$ cat config.mk
export PLATFORM = sky130hd
export DESIGN_NAME = utf8_validating_decoder_top
export DESIGN_NICKNAME = d
export VERILOG_FILES = /design/src/sv/utf8vd_pkg.sv /design/src/sv/utf8vd_front.sv /design/src/sv/utf8vd_back.sv /design/src/sv/utf8_validating_decoder_top.sv
export SDC_FILE = /design/constraint.sdc
export NUM_CORES = 1
export LEC_CHECK = 0
export BUFFER_PORTS_ARGS = -buffer_cell sky130_fd_sc_hd__buf_2
export CORE_MARGIN = 4
export CORE_UTILIZATION = 40
export CTS_CLUSTER_SIZE = 25
export DETAILED_ROUTE_END_ITERATION = 10
export HOLD_SLACK_MARGIN = 0.05
export PLACE_DENSITY = 0.62
export SLEW_MARGIN = 20
export SYNTH_ARGS = -nofsm -noshare
export SYNTH_HDL_FRONTEND = slang
export SYNTH_SLANG_ARGS = --single-unit
$ cat constraint.sdc
create_clock -name clk -period 7.4 [get_ports clk]
set_input_delay 1.48 -clock clk [delete_from_list [all_inputs] [get_ports clk]]
set_output_delay 1.48 -clock clk [all_outputs]
set_load 0.05 [all_outputs]
$ cat src/sv/utf8vd_pkg.sv
// Package for the UTF-8 validating decoder: byte classes, status codes,
// the queue entry type and the byte range limits.
// No dependencies; every RTL file of the decoder uses it.
`default_nettype none
package utf8vd_pkg;

	localparam int unsigned QUEUE_DEPTH = 2;

	localparam int unsigned CP_W = 21;

	localparam logic [7:0] ASCII_MAX = 8'h7F;
	localparam logic [7:0] CONT_MAX  = 8'hBF;
	localparam logic [7:0] LEAD2_MAX = 8'hDF;
	localparam logic [7:0] LEAD3_MAX = 8'hEF;
	localparam logic [7:0] LEAD4_MAX = 8'hF7;

	localparam logic [7:0] CONT_MASK  = 8'h3F;
	localparam logic [7:0] LEAD2_MASK = 8'h1F;
	localparam logic [7:0] LEAD3_MASK = 8'h0F;
	localparam logic [7:0] LEAD4_MASK = 8'h07;

	localparam logic [CP_W-1:0] SURR_LO = 21'h00D800;
	localparam logic [CP_W-1:0] SURR_HI = 21'h00DFFF;
	localparam logic [CP_W-1:0] CP_MAX  = 21'h10FFFF;

	typedef enum logic [2:0] {
		ST_OK      = 3'd0,
		ST_STRAY   = 3'd1,
		ST_BADLEAD = 3'd2,
		ST_TRUNC   = 3'd3,
		ST_BADCONT = 3'd4,
		ST_SURR    = 3'd5,
		ST_LARGE   = 3'd6
	} status_t;

	typedef enum logic [2:0] {
		CLS_ASCII   = 3'd0,
		CLS_CONT    = 3'd1,
		CLS_LEAD2   = 3'd2,
		CLS_LEAD3   = 3'd3,
		CLS_LEAD4   = 3'd4,
		CLS_BADLEAD = 3'd5
	} byte_class_t;

	// Classified byte: class, payload bits already masked, end-of-string mark.
	typedef struct packed {
		byte_class_t cls;
		logic [6:0]  bits;
		logic        eos;
	} item_t;

	// Queue read side as seen by the back end.
	typedef struct packed {
		logic  valid;
		item_t item;
	} queue_head_t;

endpackage
`default_nettype wire

$ cat src/sv/utf8vd_front.sv
// Front end of the UTF-8 decoder: classifies each incoming byte and
// stores it in a short queue for the back end. Depends on utf8vd_pkg.
`default_nettype none
module utf8vd_front #(
	parameter int unsigned QueueDepth = utf8vd_pkg::QUEUE_DEPTH
) (
	input  wire logic                    clk,
	input  wire logic                    arst_n,
	input  wire logic                    push,
	output logic                         full,
	input  wire logic [7:0]              byte_value,
	input  wire logic                    end_of_string,
	input  wire logic                    take,
	output utf8vd_pkg::queue_head_t      head
);

	localparam int unsigned PtrW = (QueueDepth > 1) ? $clog2(QueueDepth) : 1;
	localparam int unsigned CntW = $clog2(QueueDepth + 1);
	localparam logic [PtrW-1:0] PtrLast = PtrW'(QueueDepth - 1);
	localparam logic [CntW-1:0] CntFull = CntW'(QueueDepth);

	utf8vd_pkg::item_t entries_q [QueueDepth];
	logic [PtrW-1:0]   wr_ptr_q;
	logic [PtrW-1:0]   rd_ptr_q;
	logic [CntW-1:0]   count_q;

	utf8vd_pkg::item_t new_item;
	logic              wr_en;
	logic              rd_en;

	always_comb begin
		new_item.eos = end_of_string;
		priority if (byte_value <= utf8vd_pkg::ASCII_MAX) begin
			new_item.cls  = utf8vd_pkg::CLS_ASCII;
			new_item.bits = byte_value[6:0];
		end else if (byte_value <= utf8vd_pkg::CONT_MAX) begin
			new_item.cls  = utf8vd_pkg::CLS_CONT;
			new_item.bits = 7'(byte_value & utf8vd_pkg::CONT_MASK);
		end else if (byte_value <= utf8vd_pkg::LEAD2_MAX) begin
			new_item.cls  = utf8vd_pkg::CLS_LEAD2;
			new_item.bits = 7'(byte_value & utf8vd_pkg::LEAD2_MASK);
		end else if (byte_value <= utf8vd_pkg::LEAD3_MAX) begin
			new_item.cls  = utf8vd_pkg::CLS_LEAD3;
			new_item.bits = 7'(byte_value & utf8vd_pkg::LEAD3_MASK);
		end else if (byte_value <= utf8vd_pkg::LEAD4_MAX) begin
			new_item.cls  = utf8vd_pkg::CLS_LEAD4;
			new_item.bits = 7'(byte_value & utf8vd_pkg::LEAD4_MASK);
		end else begin
			new_item.cls  = utf8vd_pkg::CLS_BADLEAD;
			new_item.bits = '0;
		end
	end

	assign full       = (count_q == CntFull);
	assign wr_en      = push && !full;
	assign rd_en      = take && (count_q != '0);
	assign head.valid = (count_q != '0);
	assign head.item  = entries_q[rd_ptr_q];

	always_ff @(posedge clk) begin
		if (wr_en) begin
			entries_q[wr_ptr_q] <= new_item;
		end
	end

	always_ff @(posedge clk or negedge arst_n) begin
		if (!arst_n) begin
			wr_ptr_q <= '0;
			rd_ptr_q <= '0;
			count_q  <= '0;
		end else begin
			if (wr_en) begin
				wr_ptr_q <= (wr_ptr_q == PtrLast) ? '0 : wr_ptr_q + 1'b1;
			end
			if (rd_en) begin
				rd_ptr_q <= (rd_ptr_q == PtrLast) ? '0 : rd_ptr_q + 1'b1;
			end
			if (wr_en && !rd_en) begin
				count_q <= count_q + 1'b1;
			end else if (rd_en && !wr_en) begin
				count_q <= count_q - 1'b1;
			end
		end
	end

`ifndef ASSERT_OFF
	a_count_bound: assert property (@(posedge clk) disable iff (!arst_n)
		count_q <= CntFull)
		else $error("queue count exceeds depth");

	a_count_track: assert property (@(posedge clk) disable iff (!arst_n)
		(wr_en && !rd_en) |=> (count_q == $past(count_q) + 1'b1))
		else $error("queue count did not advance on a lone write");

	a_ptr_gap: assert property (@(posedge clk) disable iff (!arst_n)
		(count_q == '0) |-> (wr_ptr_q == rd_ptr_q))
		else $error("queue pointers disagree while empty");
`endif

endmodule
`default_nettype wire

$ cat src/sv/utf8vd_back.sv
// Back end of the UTF-8 decoder: sequence state, accumulator, fault
// handling and the result register. Depends on utf8vd_pkg.
`default_nettype none
module utf8vd_back (
	input  wire logic                        clk,
	input  wire logic                        arst_n,
	input  wire utf8vd_pkg::queue_head_t     head,
	output logic                             take,
	output logic                             empty,
	input  wire logic                        pop,
	output logic [utf8vd_pkg::CP_W-1:0]      code_point,
	output logic [2:0]                       status,
	output logic                             string_done
);

	localparam int unsigned CpW = utf8vd_pkg::CP_W;

	logic [1:0]     pending_q;
	logic [CpW-1:0] accum_q;
	logic           discarding_q;

	logic               out_valid_q;
	logic [CpW-1:0]     out_cp_q;
	utf8vd_pkg::status_t out_st_q;
	logic               out_done_q;

	logic [1:0]          nxt_pending;
	logic [CpW-1:0]      nxt_accum;
	logic                nxt_discarding;
	logic                res_valid;
	logic [CpW-1:0]      res_cp;
	utf8vd_pkg::status_t res_st;
	logic                res_done;
	logic                fault;
	utf8vd_pkg::status_t fault_code;
	logic [CpW-1:0]      shifted;
	logic [1:0]          dec_pending;
	utf8vd_pkg::item_t   it;

	assign it      = head.item;
	// Advance when the queue head is valid and the result slot is free or being drained this cycle.
	assign take    = head.valid && (!out_valid_q || pop);
	assign shifted = {accum_q[CpW-7:0], it.bits[5:0]};
	assign dec_pending = pending_q - 2'd1;

	always_comb begin
		nxt_pending    = pending_q;
		nxt_accum      = accum_q;
		nxt_discarding = discarding_q;
		res_valid      = 1'b0;
		res_cp         = '0;
		res_st         = utf8vd_pkg::ST_OK;
		res_done       = 1'b0;
		fault          = 1'b0;
		fault_code     = utf8vd_pkg::ST_OK;

		if (discarding_q) begin
			// Drop silently; end of string clears everything.
			if (it.eos) begin
				nxt_pending    = '0;
				nxt_accum      = '0;
				nxt_discarding = 1'b0;
			end
		end else if (pending_q == 2'd0) begin
			unique case (it.cls)
				utf8vd_pkg::CLS_ASCII: begin
					res_valid = 1'b1;
					res_cp    = CpW'(it.bits);
					res_done  = it.eos;
					nxt_accum = '0;
				end
				utf8vd_pkg::CLS_CONT: begin
					fault      = 1'b1;
					fault_code = utf8vd_pkg::ST_STRAY;
				end
				utf8vd_pkg::CLS_LEAD2, utf8vd_pkg::CLS_LEAD3,
				utf8vd_pkg::CLS_LEAD4: begin
					if (it.eos) begin
						fault      = 1'b1;
						fault_code = utf8vd_pkg::ST_TRUNC;
					end else begin
						nxt_accum = CpW'(it.bits);
						unique case (it.cls)
							utf8vd_pkg::CLS_LEAD2: nxt_pending = 2'd1;
							utf8vd_pkg::CLS_LEAD3: nxt_pending = 2'd2;
							default:               nxt_pending = 2'd3;
						endcase
					end
				end
				default: begin
					fault      = 1'b1;
					fault_code = utf8vd_pkg::ST_BADLEAD;
				end
			endcase
		end else if (it.cls != utf8vd_pkg::CLS_CONT) begin
			fault      = 1'b1;
			fault_code = utf8vd_pkg::ST_BADCONT;
		end else if (dec_pending == 2'd0) begin
			priority if (shifted >= utf8vd_pkg::SURR_LO && shifted <= utf8vd_pkg::SURR_HI) begin
				fault      = 1'b1;
				fault_code = utf8vd_pkg::ST_SURR;
			end else if (shifted > utf8vd_pkg::CP_MAX) begin
				fault      = 1'b1;
				fault_code = utf8vd_pkg::ST_LARGE;
			end else begin
				res_valid   = 1'b1;
				res_cp      = shifted;
				res_done    = it.eos;
				nxt_pending = '0;
				nxt_accum   = '0;
			end
		end else if (it.eos) begin
			fault      = 1'b1;
			fault_code = utf8vd_pkg::ST_TRUNC;
		end else begin
			nxt_accum   = shifted;
			nxt_pending = dec_pending;
		end

		if (fault) begin
			res_valid      = 1'b1;
			res_cp         = '0;
			res_st         = fault_code;
			res_done       = 1'b1;
			nxt_pending    = '0;
			nxt_accum      = '0;
			nxt_discarding = !it.eos;
		end
	end

	always_ff @(posedge clk or negedge arst_n) begin
		if (!arst_n) begin
			pending_q    <= '0;
			accum_q      <= '0;
			discarding_q <= 1'b0;
			out_valid_q  <= 1'b0;
		end else begin
			if (take) begin
				pending_q    <= nxt_pending;
				accum_q      <= nxt_accum;
				discarding_q <= nxt_discarding;
				out_valid_q  <= res_valid;
			end else if (pop) begin
				out_valid_q  <= 1'b0;
			end
		end
	end

	always_ff @(posedge clk) begin
		if (take && res_valid) begin
			out_cp_q   <= res_cp;
			out_st_q   <= res_st;
			out_done_q <= res_done;
		end
	end

	assign empty       = !out_valid_q;
	assign code_point  = out_cp_q;
	assign status      = out_st_q;
	assign string_done = out_done_q;

`ifndef ASSERT_OFF
	a_fault_zero_cp: assert property (@(posedge clk) disable iff (!arst_n)
		(out_valid_q && out_st_q != utf8vd_pkg::ST_OK) |-> (out_cp_q == '0))
		else $error("fault result carries a nonzero code point");

	a_fault_ends: assert property (@(posedge clk) disable iff (!arst_n)
		(out_valid_q && out_st_q != utf8vd_pkg::ST_OK) |-> out_done_q)
		else $error("fault result does not end the string");

	a_discard_idle: assert property (@(posedge clk) disable iff (!arst_n)
		discarding_q |-> (pending_q == 2'd0 && accum_q == '0))
		else $error("sequence state left over while discarding");

	a_ok_range: assert property (@(posedge clk) disable iff (!arst_n)
		(out_valid_q && out_st_q == utf8vd_pkg::ST_OK) |-> (out_cp_q <= utf8vd_pkg::CP_MAX))
		else $error("accepted code point above the scalar range");
`endif

endmodule
`default_nettype wire

$ cat src/sv/utf8_validating_decoder_top.sv
// Top level of the UTF-8 validating decoder: front classifier with queue,
// back-end sequence decoder with result register. Depends on utf8vd_pkg,
// utf8vd_front and utf8vd_back.
//
//   channel | direction | handshake            | payload
//   --------+-----------+----------------------+-------------------------------------
//   input   | in        | push / full          | byte_value[7:0], end_of_string
//   result  | out       | empty / pop          | code_point[20:0], status[2:0], string_done
//
// One byte per cycle sustained on both sides while results are popped. A byte is
// first written into the queue; the decoder then reads it at the queue head,
// updates the accumulator and loads the result register with its result (if any).
// Asynchronous reset clears the queue, sequence state and result valid.
// A stalled result holds the decoder; the queue then absorbs QueueDepth bytes
// before full rises.
`default_nettype none
module utf8_validating_decoder_top #(
	parameter int unsigned QueueDepth = utf8vd_pkg::QUEUE_DEPTH
) (
	input  wire logic                       clk,
	input  wire logic                       arst_n,
	input  wire logic                       push,
	output logic                            full,
	input  wire logic [7:0]                 byte_value,
	input  wire logic                       end_of_string,
	output logic                            empty,
	input  wire logic                       pop,
	output logic [utf8vd_pkg::CP_W-1:0]     code_point,
	output logic [2:0]                      status,
	output logic                            string_done
);

	utf8vd_pkg::queue_head_t head;
	logic                    take;

	utf8vd_front #(
		.QueueDepth(QueueDepth)
	) u_front (
		.clk          (clk),
		.arst_n       (arst_n),
		.push         (push),
		.full         (full),
		.byte_value   (byte_value),
		.end_of_string(end_of_string),
		.take         (take),
		.head         (head)
	);

	utf8vd_back u_back (
		.clk        (clk),
		.arst_n     (arst_n),
		.head       (head),
		.take       (take),
		.empty      (empty),
		.pop        (pop),
		.code_point (code_point),
		.status     (status),
		.string_done(string_done)
	);

endmodule
`default_nettype wire

==> results of run 1 <==
## per-stage QoR
stage	setup slack, ps	cell area (um^2)
3_3_place_gp	3730	3420
4_1_cts	3800	3650
6_report	4190	3650
3_5_place_dp	3630	3420
5_1_grt	3950	3650
2_1_floorplan	4390	3150
## kinds of logic after synthesis
| family | Yosys count | share of synthesized area, % |
|---|---|---|
| DFF | 70 | 63.0 |
| and+or+nand+nor | 83 | 15.0 |
| buffers and inverters | 21 | 2.98 |
| adders and majority gates | 3 | 1.19 |
| xor gates and xnor gates | 5 | 1.39 |
| muxes | 10 | 3.29 |
| AOI/OAI and AO/OA | 53 | 13.1 |
## placed cells by master, fill, tap and decap left out, types with 3 or more instances in the layout
cell | netlist | final
xnor2_1 | 3 | 3
o21ai_1 | 3 | 3
clkbuf_8 | 0 | 9
a22oi_1 | 3 | 3
inv_6 | 0 | 3
nor2b_1 | 5 | 5
a21oi_1 | 5 | 5
mux2_2 | 3 | 3
and3_1 | 15 | 15
edfxtp_1 | 47 | 47
nor3_1 | 5 | 5
o22ai_1 | 3 | 3
dfrtp_1 | 23 | 23
mux2i_1 | 7 | 7
nand2b_1 | 4 | 4
o21ai_0 | 4 | 4
ha_1 | 3 | 3
buf_2 | 3 | 39
o31ai_1 | 7 | 7
and2_1 | 5 | 5
nor2_1 | 21 | 21
nand2_1 | 15 | 15
inv_1 | 10 | 10
nor3b_1 | 4 | 4
a22o_1 | 8 | 8
## sequential cells by signal, summed over array words and instances, names as in the netlist, 2 cells and up
register           cells
u_front.entries_q     22
u_front.count_q        2
u_back.code_point     21
u_back.status          3
u_back.pending_q       2
u_back.accum_q        15
## per-layer routing
layer | vias to the layer above | part of all wire (%)
met5 | - | 0
met4 | 0 | 0.65
met3 | 4 | 5.7
met2 | 57 | 48
met1 | 958 | 46
li1 | 999 | -
## path summary, 6_finish.rpt
check | start | end | slack (ps) | cells after the start
max | u_front.rd_ptr_q | u_back.code_point[19] | 4190 | 4
min reg2reg | u_front.wr_ptr_q | u_front.wr_ptr_q | 500 | 1
min in group asynchronous | arst_n | u_front.wr_ptr_q | 1100 | 1
min | u_front.wr_ptr_q | u_front.wr_ptr_q | 500 | 1
max reg2reg | u_front.rd_ptr_q | u_back.code_point[19] | 4190 | 4
max in group asynchronous | arst_n | u_back.accum_q[9] | 5940 | 1
## worst max-delay path: stages, from the launching register on
cell and delay, ps:
dfrtp_1 850, mux2i_1 440, a211o_1 640, nor2_1 310
o31a_2 600
## cell type report
type | count | share of cell area (%)
multi-input cells | 154 | 29.4
well taps | 102 | 3.50
repair buffers | 39 | 5.35
inverters | 10 | 1.03
flip-flops and latches | 70 | 54.5
clock buffers | 9 | 3.40
clock inverters | 7 | 2.85
## power by group through the flow
stage,Sequential [mW],Clock (mW),Combinational (mW)
2_1_floorplan,0.825,0,0.373
3_3_place_gp,0.655,0,0.670
3_5_place_dp,0.660,0,0.678
4_1_cts,0.651,0.355,0.681
5_1_grt,0.665,0.375,0.734
6_report,0.647,0.347,0.678
==> metrics.txt, run 1 <==
Distinct cells, synth=53; Slew headroom=between 30% and 40%; Post-Synthesis Cells=about 250; Max Clk Rate=a little over 300 MHz; Final Hold Violating Endpoints=0; RSZ-0062 raised after global routing=no; Setup CP Type=reg2reg; Clock Latency Late Sink=roughly 340 ps; WP data arrival=~3200 ps; antenna violations before repair=0; Seq. cell area=1990 um^2; Max Clock Skew=9.75 ps; htree depth=3; Non-Filler Instances=391; total power=1.67 mW; grt ovf=0; CTS resizes=0; top cell type's share of synthesized area=44.8%; core area=7690 um^2; Die Ht=slightly below 100 um; global route hottest layer=met2; Mapped Nets=261; Multi-input gate area=~1100 um^2; # rows=32; cell accounting for the most synthesized area=edfxtp_1; Synth top cells by count=edfxtp_1, dfrtp_1, nor2_1; post-synthesis area per instance=12.9 um^2; CP max FO=25; Netlist Area Pre-Place=3150 um^2; routed via count=2018; synth top area cells=edfxtp_1, dfrtp_1, and3_1; final setup TNS=0 ps; Routed Antenna Nets=0; outcome=complete, no violations; M3 GR Usage=~3.3%; Pre-antenna DRT Iters=5; proportion of layout cells with a drive suffix above 1=23.2%; Post-synth EDFFs=47; Startpoint Class=flop; Synth Register Bits=70; initial DRC count=192; Pwr per Cell Area=458 nW/um^2; endpoints failing setup=0; Longest Clk Path Bufs=2; hold_ws=502 ps; pin count of the biggest net entering global routing=26; number of global-route vias before repair=2001; Residual DRC=0; routability cong.=slightly above 0.8; combinational share of power=40.6%; count leader, synth=edfxtp_1; Initial Util=41.0%; CP required=7380 ps; Synth warnings=0; Tot GR Track Use=12.9%; placed insts=~380; worst hold path type=reg2reg; wire per inst=roughly 15 um; Seq pwr share=38.7%; Sw Share=approximately 43%; Vias/cell=5.16; Synth Flop Type=edfxtp_1; final WL=5690 um; fraction of registers with async set or reset after synthesis=32.9%; final worst-path cycle share=43.4%; # hold bufs at CTS=0; Post-CTS Repair Setup Buffers=0; Final min period=~3200 ps; GR Layer Usage met2=a little over a fifth; Inserted Diodes=0; met1 Track Usage GR=16.6%; CTS sink count=70; boundary pin count=40; nets@finish=300; CTS buffer count=9; first-pass GRT wire length=9800 um; P_int=around 0.95 mW; post-synthesis sequential area ratio=63.0%; Die Area=9370 um^2; clk slew on worst S/H paths=80 ps; worst IR drop on VDD=0.000144 V; clock share of power=20.7%; die width=between 90 and 100 um; # fillers=723; number of max-cap violations=0; Detail Placement HPWL=3980 um; Slew @ Worst Pin=around 940 ps; final core utilization=47.5%; Root Driver=clkbuf_8; Port Buffer Count=39; CP endpoint kind=flop; area growth from synthesis to layout=15.7%; CTS tree=done; Slew Limit Fails=0; switching pwr=0.723 mW; LEAKAGE=1.51 nW
Note: power is estimated with default switching activity, not from simulation.
==> run 2, diff against run 1 <==
==> constraint.sdc (replaced) <==
create_clock -name clk -period 3.3 [get_ports clk]
set_input_delay 0.66 -clock clk [delete_from_list [all_inputs] [get_ports clk]]
set_output_delay 0.66 -clock clk [all_outputs]
set_load 0.05 [all_outputs]
==> metrics.txt, run 2 (synthesized netlist as in run 1, its figures left out) <==
Vias/cell=5.00 (-3.1%); Clock Latency Late Sink=340 ps (about the same); Final Hold Violating Endpoints=0 (unchanged); Post-CTS Repair Setup Buffers=0 (unchanged); number of global-route vias before repair=1976 (-1.2%); P_int=2.08 mW (+120%); slowest stage delay, CP=560 ps (-290 ps); Seq. cell area=1990 um^2 (unchanged); LEAKAGE=1.51 nW (+0.19%); Root Driver=clkbuf_8; worst IR drop on VDD=0.000393 V (+170%); clk slew on worst S/H paths=80 ps (about the same); Die Area=9370 um^2 (unchanged); slowest cell on the critical path=or4_4; most frequent cells in the layout=edfxtp_1, buf_2, dfrtp_1; endpoints failing setup=0 (unchanged); # fillers=723 (unchanged); proportion of layout cells with a drive suffix above 1=23.8% (+0.63 points); CP endpoint kind=flop; core area=7690 um^2 (unchanged); CTS sink count=70 (unchanged); nets@finish=305 (+1.7%); htree depth=3 (unchanged); Pre-antenna DRT Iters=4 (-1); CP max FO=25 (unchanged); CP required=3310 ps (-4070 ps); routability cong.=0.817 (-1.5%); CTS resizes=0 (unchanged); Detail Placement HPWL=4090 um (+3.0%); final WL=5670 um (-0.40%); # rows=32 (unchanged); RSZ-0062 raised after global routing=no; number of max-cap violations=0 (unchanged); Setup CP Type=reg2reg; Tot GR Track Use=12.9% (about the same); Startpoint Class=flop; number of flip-flops in the largest register=22 (unchanged); worst hold path type=in2async; Residual DRC=0 (unchanged); Port Buffer Count=39 (unchanged); clock share of power=18.4% (-2.3 points); Slew Limit Fails=0 (unchanged); Slew headroom=36.8% (-0.069 points); combinational share of power=43.2% (+2.6 points); Slew @ Worst Pin=945 ps (+1.02 ps); Multi-input gate area=1070 um^2 (-0.12%); Routed Antenna Nets=0 (unchanged); outcome=complete, no violations; Largest Register=u_front.entries_q; pin count of the biggest net entering global routing=26 (unchanged); Final min period=2660 ps (-544 ps); Seq pwr share=38.4% (-0.3 points); grt ovf=0 (unchanged); Max Clk Rate=375 MHz (+20%); die width=96.8 um (unchanged); Die Ht=96.8 um (unchanged); final setup TNS=0 ps (unchanged); CTS tree=done; # hold bufs at CTS=0 (unchanged); antenna violations before repair=0 (unchanged); Sw Share=43.5% (+0.26 points); area growth from synthesis to layout=16.0%; Max Clock Skew=8.36 ps (-1.38 ps); Pwr per Cell Area=1010 nW/um^2 (+120%); routed via count=1981 (-1.8%); wire per inst=14.3 um (-1.7%); most common cell after layout, fill and taps aside=edfxtp_1; Longest Clk Path Bufs=2 (unchanged); CTS buffer count=9 (unchanged); first-pass GRT wire length=9690 um (-1.1%); final core utilization=47.6% (+0.098 points); Critical Path, Cell by Cell=or4_4 > nor4_4 > o21ai_2 > a31oi_4 > o31a_1 > buf_4; final worst-path cycle share=80.7% (+37 points); initial DRC count=138 (-28%); Inserted Diodes=0 (unchanged); WP data arrival=2680 ps (-510 ps); Initial Util=41.0% (unchanged); boundary pin count=40 (unchanged); switching pwr=1.60 mW (+120%)
## run 2: cell types whose count changed in the layout (fill, tap and decap cells not counted), sizes merged
| cell | previous run | this run |
|---|---|---|
| buf | 39 | 44 |
| clkinvlp | 0 | 2 |
| inv | 13 | 11 |
| bufinv | 2 | 1 |
| clkbuf | 9 | 10 |
## run 2: final timing paths
check / endpoint / depth (start not counted) / startpoint / slack [ps]
max in group asynchronous: u_back.accum_q[14] / 1 / arst_n / 2670
worst min-delay path: u_front.wr_ptr_q / 1 / arst_n / 280
worst max register to register: u_back.status[1] / 6 / u_back.accum_q[13] / 640
min in group clk: u_front.wr_ptr_q / 1 / u_front.wr_ptr_q / 500
worst max-delay path: u_back.status[1] / 6 / u_back.accum_q[13] / 640
worst min register to register: u_front.wr_ptr_q / 1 / u_front.wr_ptr_q / 500
## run 2: layout make-up
cell class | instances | share of cell area, %
Tap cell | 102 | 3.49
Multi-Input combinational cell | 154 | 29.3
Inverter | 10 | 1.03
Sequential cell | 70 | 54.3
Clock buffer | 10 | 3.49
Clock inverter | 6 | 1.95
Timing Repair Buffer | 44 | 6.37
## run 2: critical path, delay by kind of cell, from the launching register on
family	cells	cell delay [ps]
buf+inv	1	290
compound gates	3	710
flops	1	400
simple gates	2	920
## run 2: through the flow
step                      instances  hold WS, ps  area [um^2]  worst slack, ps  power, mW
after global placement          380          479         3460              640       3.03
after floorplan                 245          364         3150              599       2.69
after CTS                       396          288         3660              610       3.72
final                           396          284         3660              636       3.68
after global routing            396          323         3660              473       3.91
after detailed placement        380          486         3460              621       3.04
## run 2: power groups by stage
| stage | Clock, mW | Sequential [mW] | Combinational, mW |
|---|---|---|---|
| after floorplan | 0 | 1.85 | 0.837 |
| after global placement | 0 | 1.43 | 1.60 |
| after detailed placement | 0 | 1.44 | 1.60 |
| after CTS | 0.696 | 1.42 | 1.61 |
| after global routing | 0.737 | 1.45 | 1.73 |
| final | 0.677 | 1.41 | 1.59 |
## run 2: metal layers
| metal | wire length, um | GRT usage (%) | up-vias |
|---|---|---|---|
| met5 | 0 | 0 | - |
| met4 | 75 | 5.72 | 0 |
| met3 | 243 | 3.17 | 7 |
| met2 | 2720 | 21.6 | 41 |
| met1 | 2630 | 15.9 | 931 |
| li1 | - | - | 1002 |
==> run 3, diff against run 2 <==
--- a/config.mk
+++ b/config.mk
@@ -11,7 +11,7 @@
 export CTS_CLUSTER_SIZE = 25
 export DETAILED_ROUTE_END_ITERATION = 10
 export HOLD_SLACK_MARGIN = 0.05
-export PLACE_DENSITY = 0.62
+export PLACE_DENSITY = 0.64
 export SLEW_MARGIN = 20
 export SYNTH_ARGS = -nofsm -noshare
 export SYNTH_HDL_FRONTEND = slang
==> constraint.sdc (replaced) <==
create_clock -name clk -period 2.2 [get_ports clk]
set_input_delay 0.44 -clock clk [delete_from_list [all_inputs] [get_ports clk]]
set_output_delay 0.44 -clock clk [all_outputs]
set_load 0.05 [all_outputs]
==> metrics.txt, run 3 (synthesized netlist as in run 1, its figures left out) <==
clk slew on worst S/H paths=80 ps (about the same); final setup TNS=-124 ps (-124 ps); Multi-input gate area=1090 um^2 (+2.0%); R2R depth=6 (unchanged); WP data arrival=2330 ps (-350 ps); Initial Util=41.0% (unchanged); Largest Register=u_front.entries_q; pin count of the biggest net entering global routing=24 (-7.7%); CP endpoint kind=flop; worst hold path type=in2async; slowest stage delay, CP=570 ps (about the same); antenna violations before repair=0 (unchanged); area growth from synthesis to layout=23.1%; die width=96.8 um (unchanged); # fillers=701 (-3.0%); htree depth=3 (unchanged); Final Hold Violating Endpoints=0 (unchanged); most frequent cells in the layout=edfxtp_1, buf_2, dfrtp_1; final worst slack=-11.2 ps (-647 ps); Seq. cell area=1990 um^2 (unchanged); routability cong.=0.823 (+0.78%); pre-CTS setup slack=-17.1 ps (-638 ps); CTS buffer count=9 (unchanged); core area=7690 um^2 (unchanged); number of global-route vias before repair=2063 (+4.4%); Clock Latency Late Sink=350 ps (about the same); routed via count=2060 (+4.0%); initial DRC count=88 (-36%); final WL=5930 um (+4.7%); Startpoint Class=flop; Detail Placement HPWL=4350 um (+6.3%); Slew headroom=63.9% (+27 points); hold_ws=57.2 ps (-227 ps); Port Buffer Count=39 (unchanged); Setup CP Type=reg2reg; CP required=2320 ps (-990 ps); cell count along the critical path=6 (unchanged); Vias/cell=4.96 (-0.77%); Slew Limit Fails=0 (unchanged); Inserted Diodes=0 (unchanged); CP endpoint=u_back.code_point[6]; endpoints failing setup=16 (+16); critical path's top delay family=simple AND/OR/NAND/NOR gates; Pre-antenna DRT Iters=4 (unchanged); Root Driver=clkbuf_8; nets@finish=324 (+6.2%); RR Startpoint=u_back.accum_q[13]; CP Launch Point=u_back.accum_q[13]; Critical Path, Cell by Cell=or4_4 > nor4_4 > buf_4 > nor4b_4 > o31a_4 > buf_12; worst IR drop on VDD=0.000566 V (+44%); Tot GR Track Use=13.6% (+0.63 points); final worst-path cycle share=101% (+20 points); reg2reg end=u_back.code_point[6]; number of flip-flops in the largest register=22 (unchanged); Die Ht=96.8 um (unchanged); proportion of layout cells with a drive suffix above 1=30.4% (+6.5 points); RSZ-0062 raised after global routing=yes; Final min period=2210 ps (-453 ps); # rows=32 (unchanged); Slew @ Worst Pin=535 ps (-409 ps); Max Clk Rate=452 MHz (+20%); Residual DRC=0 (unchanged); outcome=finished, violations left; Buffers & Inverters on Critical Path=2 (+1); Longest Clk Path Bufs=2 (unchanged); reg2reg setup slack=-10 ps (-650 ps); Die Area=9370 um^2 (unchanged); grt ovf=0 (unchanged); failing checks=setup timing; Pwr per Cell Area=1540 nW/um^2 (+53%); slowest cell on the critical path=or4_4; first-pass GRT wire length=10100 um (+4.2%); LEAKAGE=1.64 nW (+8.6%); most common cell after layout, fill and taps aside=edfxtp_1; number of max-cap violations=0 (unchanged); CTS tree=done; boundary pin count=40 (unchanged); Routed Antenna Nets=0 (unchanged); wire per inst=14.3 um (about the same); CP max FO=16 (-36%); Max Clock Skew=7.07 ps (-1.30 ps); CTS sink count=70 (unchanged)
[run 3: cell count changes in the layout (fill, tap and decap cells not counted), sizes merged]
cell      before  now
bufinv         1    2
clkinv         2    3
clkbuf        10    9
inv           11   12
buf           44   63
clkinvlp       2    0
[run 3: how the worst min path moves through the flow]
stage / startpoint / to / slack, ps / depth (start not counted)
final: arst_n / u_back.accum_q[6] / 60 / 1
after global routing: arst_n / u_back.accum_q[3] / 80 / 1
after CTS: arst_n / u_back.accum_q[6] / 60 / 1
after detailed placement: arst_n / u_front.wr_ptr_q / 440 / 1
after global placement: arst_n / u_front.wr_ptr_q / 450 / 1
after floorplan: arst_n / u_back.accum_q[0] / 140 / 0
[run 3: through the flow]
step	area (um^2)	power [mW]	cells	utilization, %
floorplan	3160	4.05	245	-
global placement	3620	4.80	397	47.1
detailed placement	3620	4.83	397	47.1
CTS	3860	6.03	415	50.3
global route	3880	6.35	415	50.5
finish	3880	5.98	415	50.5
[run 3: worst reg2reg max path, stage by stage, from the launching register on]
cell and delay, ps:
dfrtp_1 380, or4_4 570, nor4_4 260, buf_4 170, nor4b_4 60, o31a_4 380, buf_12 160
[run 3: layout make-up]
cell class	instances	area share, %
flip-flops and latches	70	51.2
multi-input cells	154	28.2
repair buffers	63	10.4
well taps	102	3.29
clock buffers	9	3.19
clock inverters	7	2.74
inverters	10	0.967
[run 3: power breakdown]
group	internal [mW]	switching [mW]	total, mW
clock network	0.655	0.532	1.19
registers	1.92	0.181	2.10
logic	0.902	1.80	2.70
[run 3: routing by layer]
metal	global-route usage, %	wire (um)	up-vias
met5	0	0	-
met4	6.05	107	0
met3	3.97	245	9
met2	22.0	2880	35
met1	16.8	2700	977
li1	-	-	1039
[run 3: repair_timing]
item                       in CTS  in global routing
pin swaps                       1                  2
hold buffers                    0                  0
setup endpoints to repair      22                 57
resized for setup               0                  6
setup buffers                   2                  0
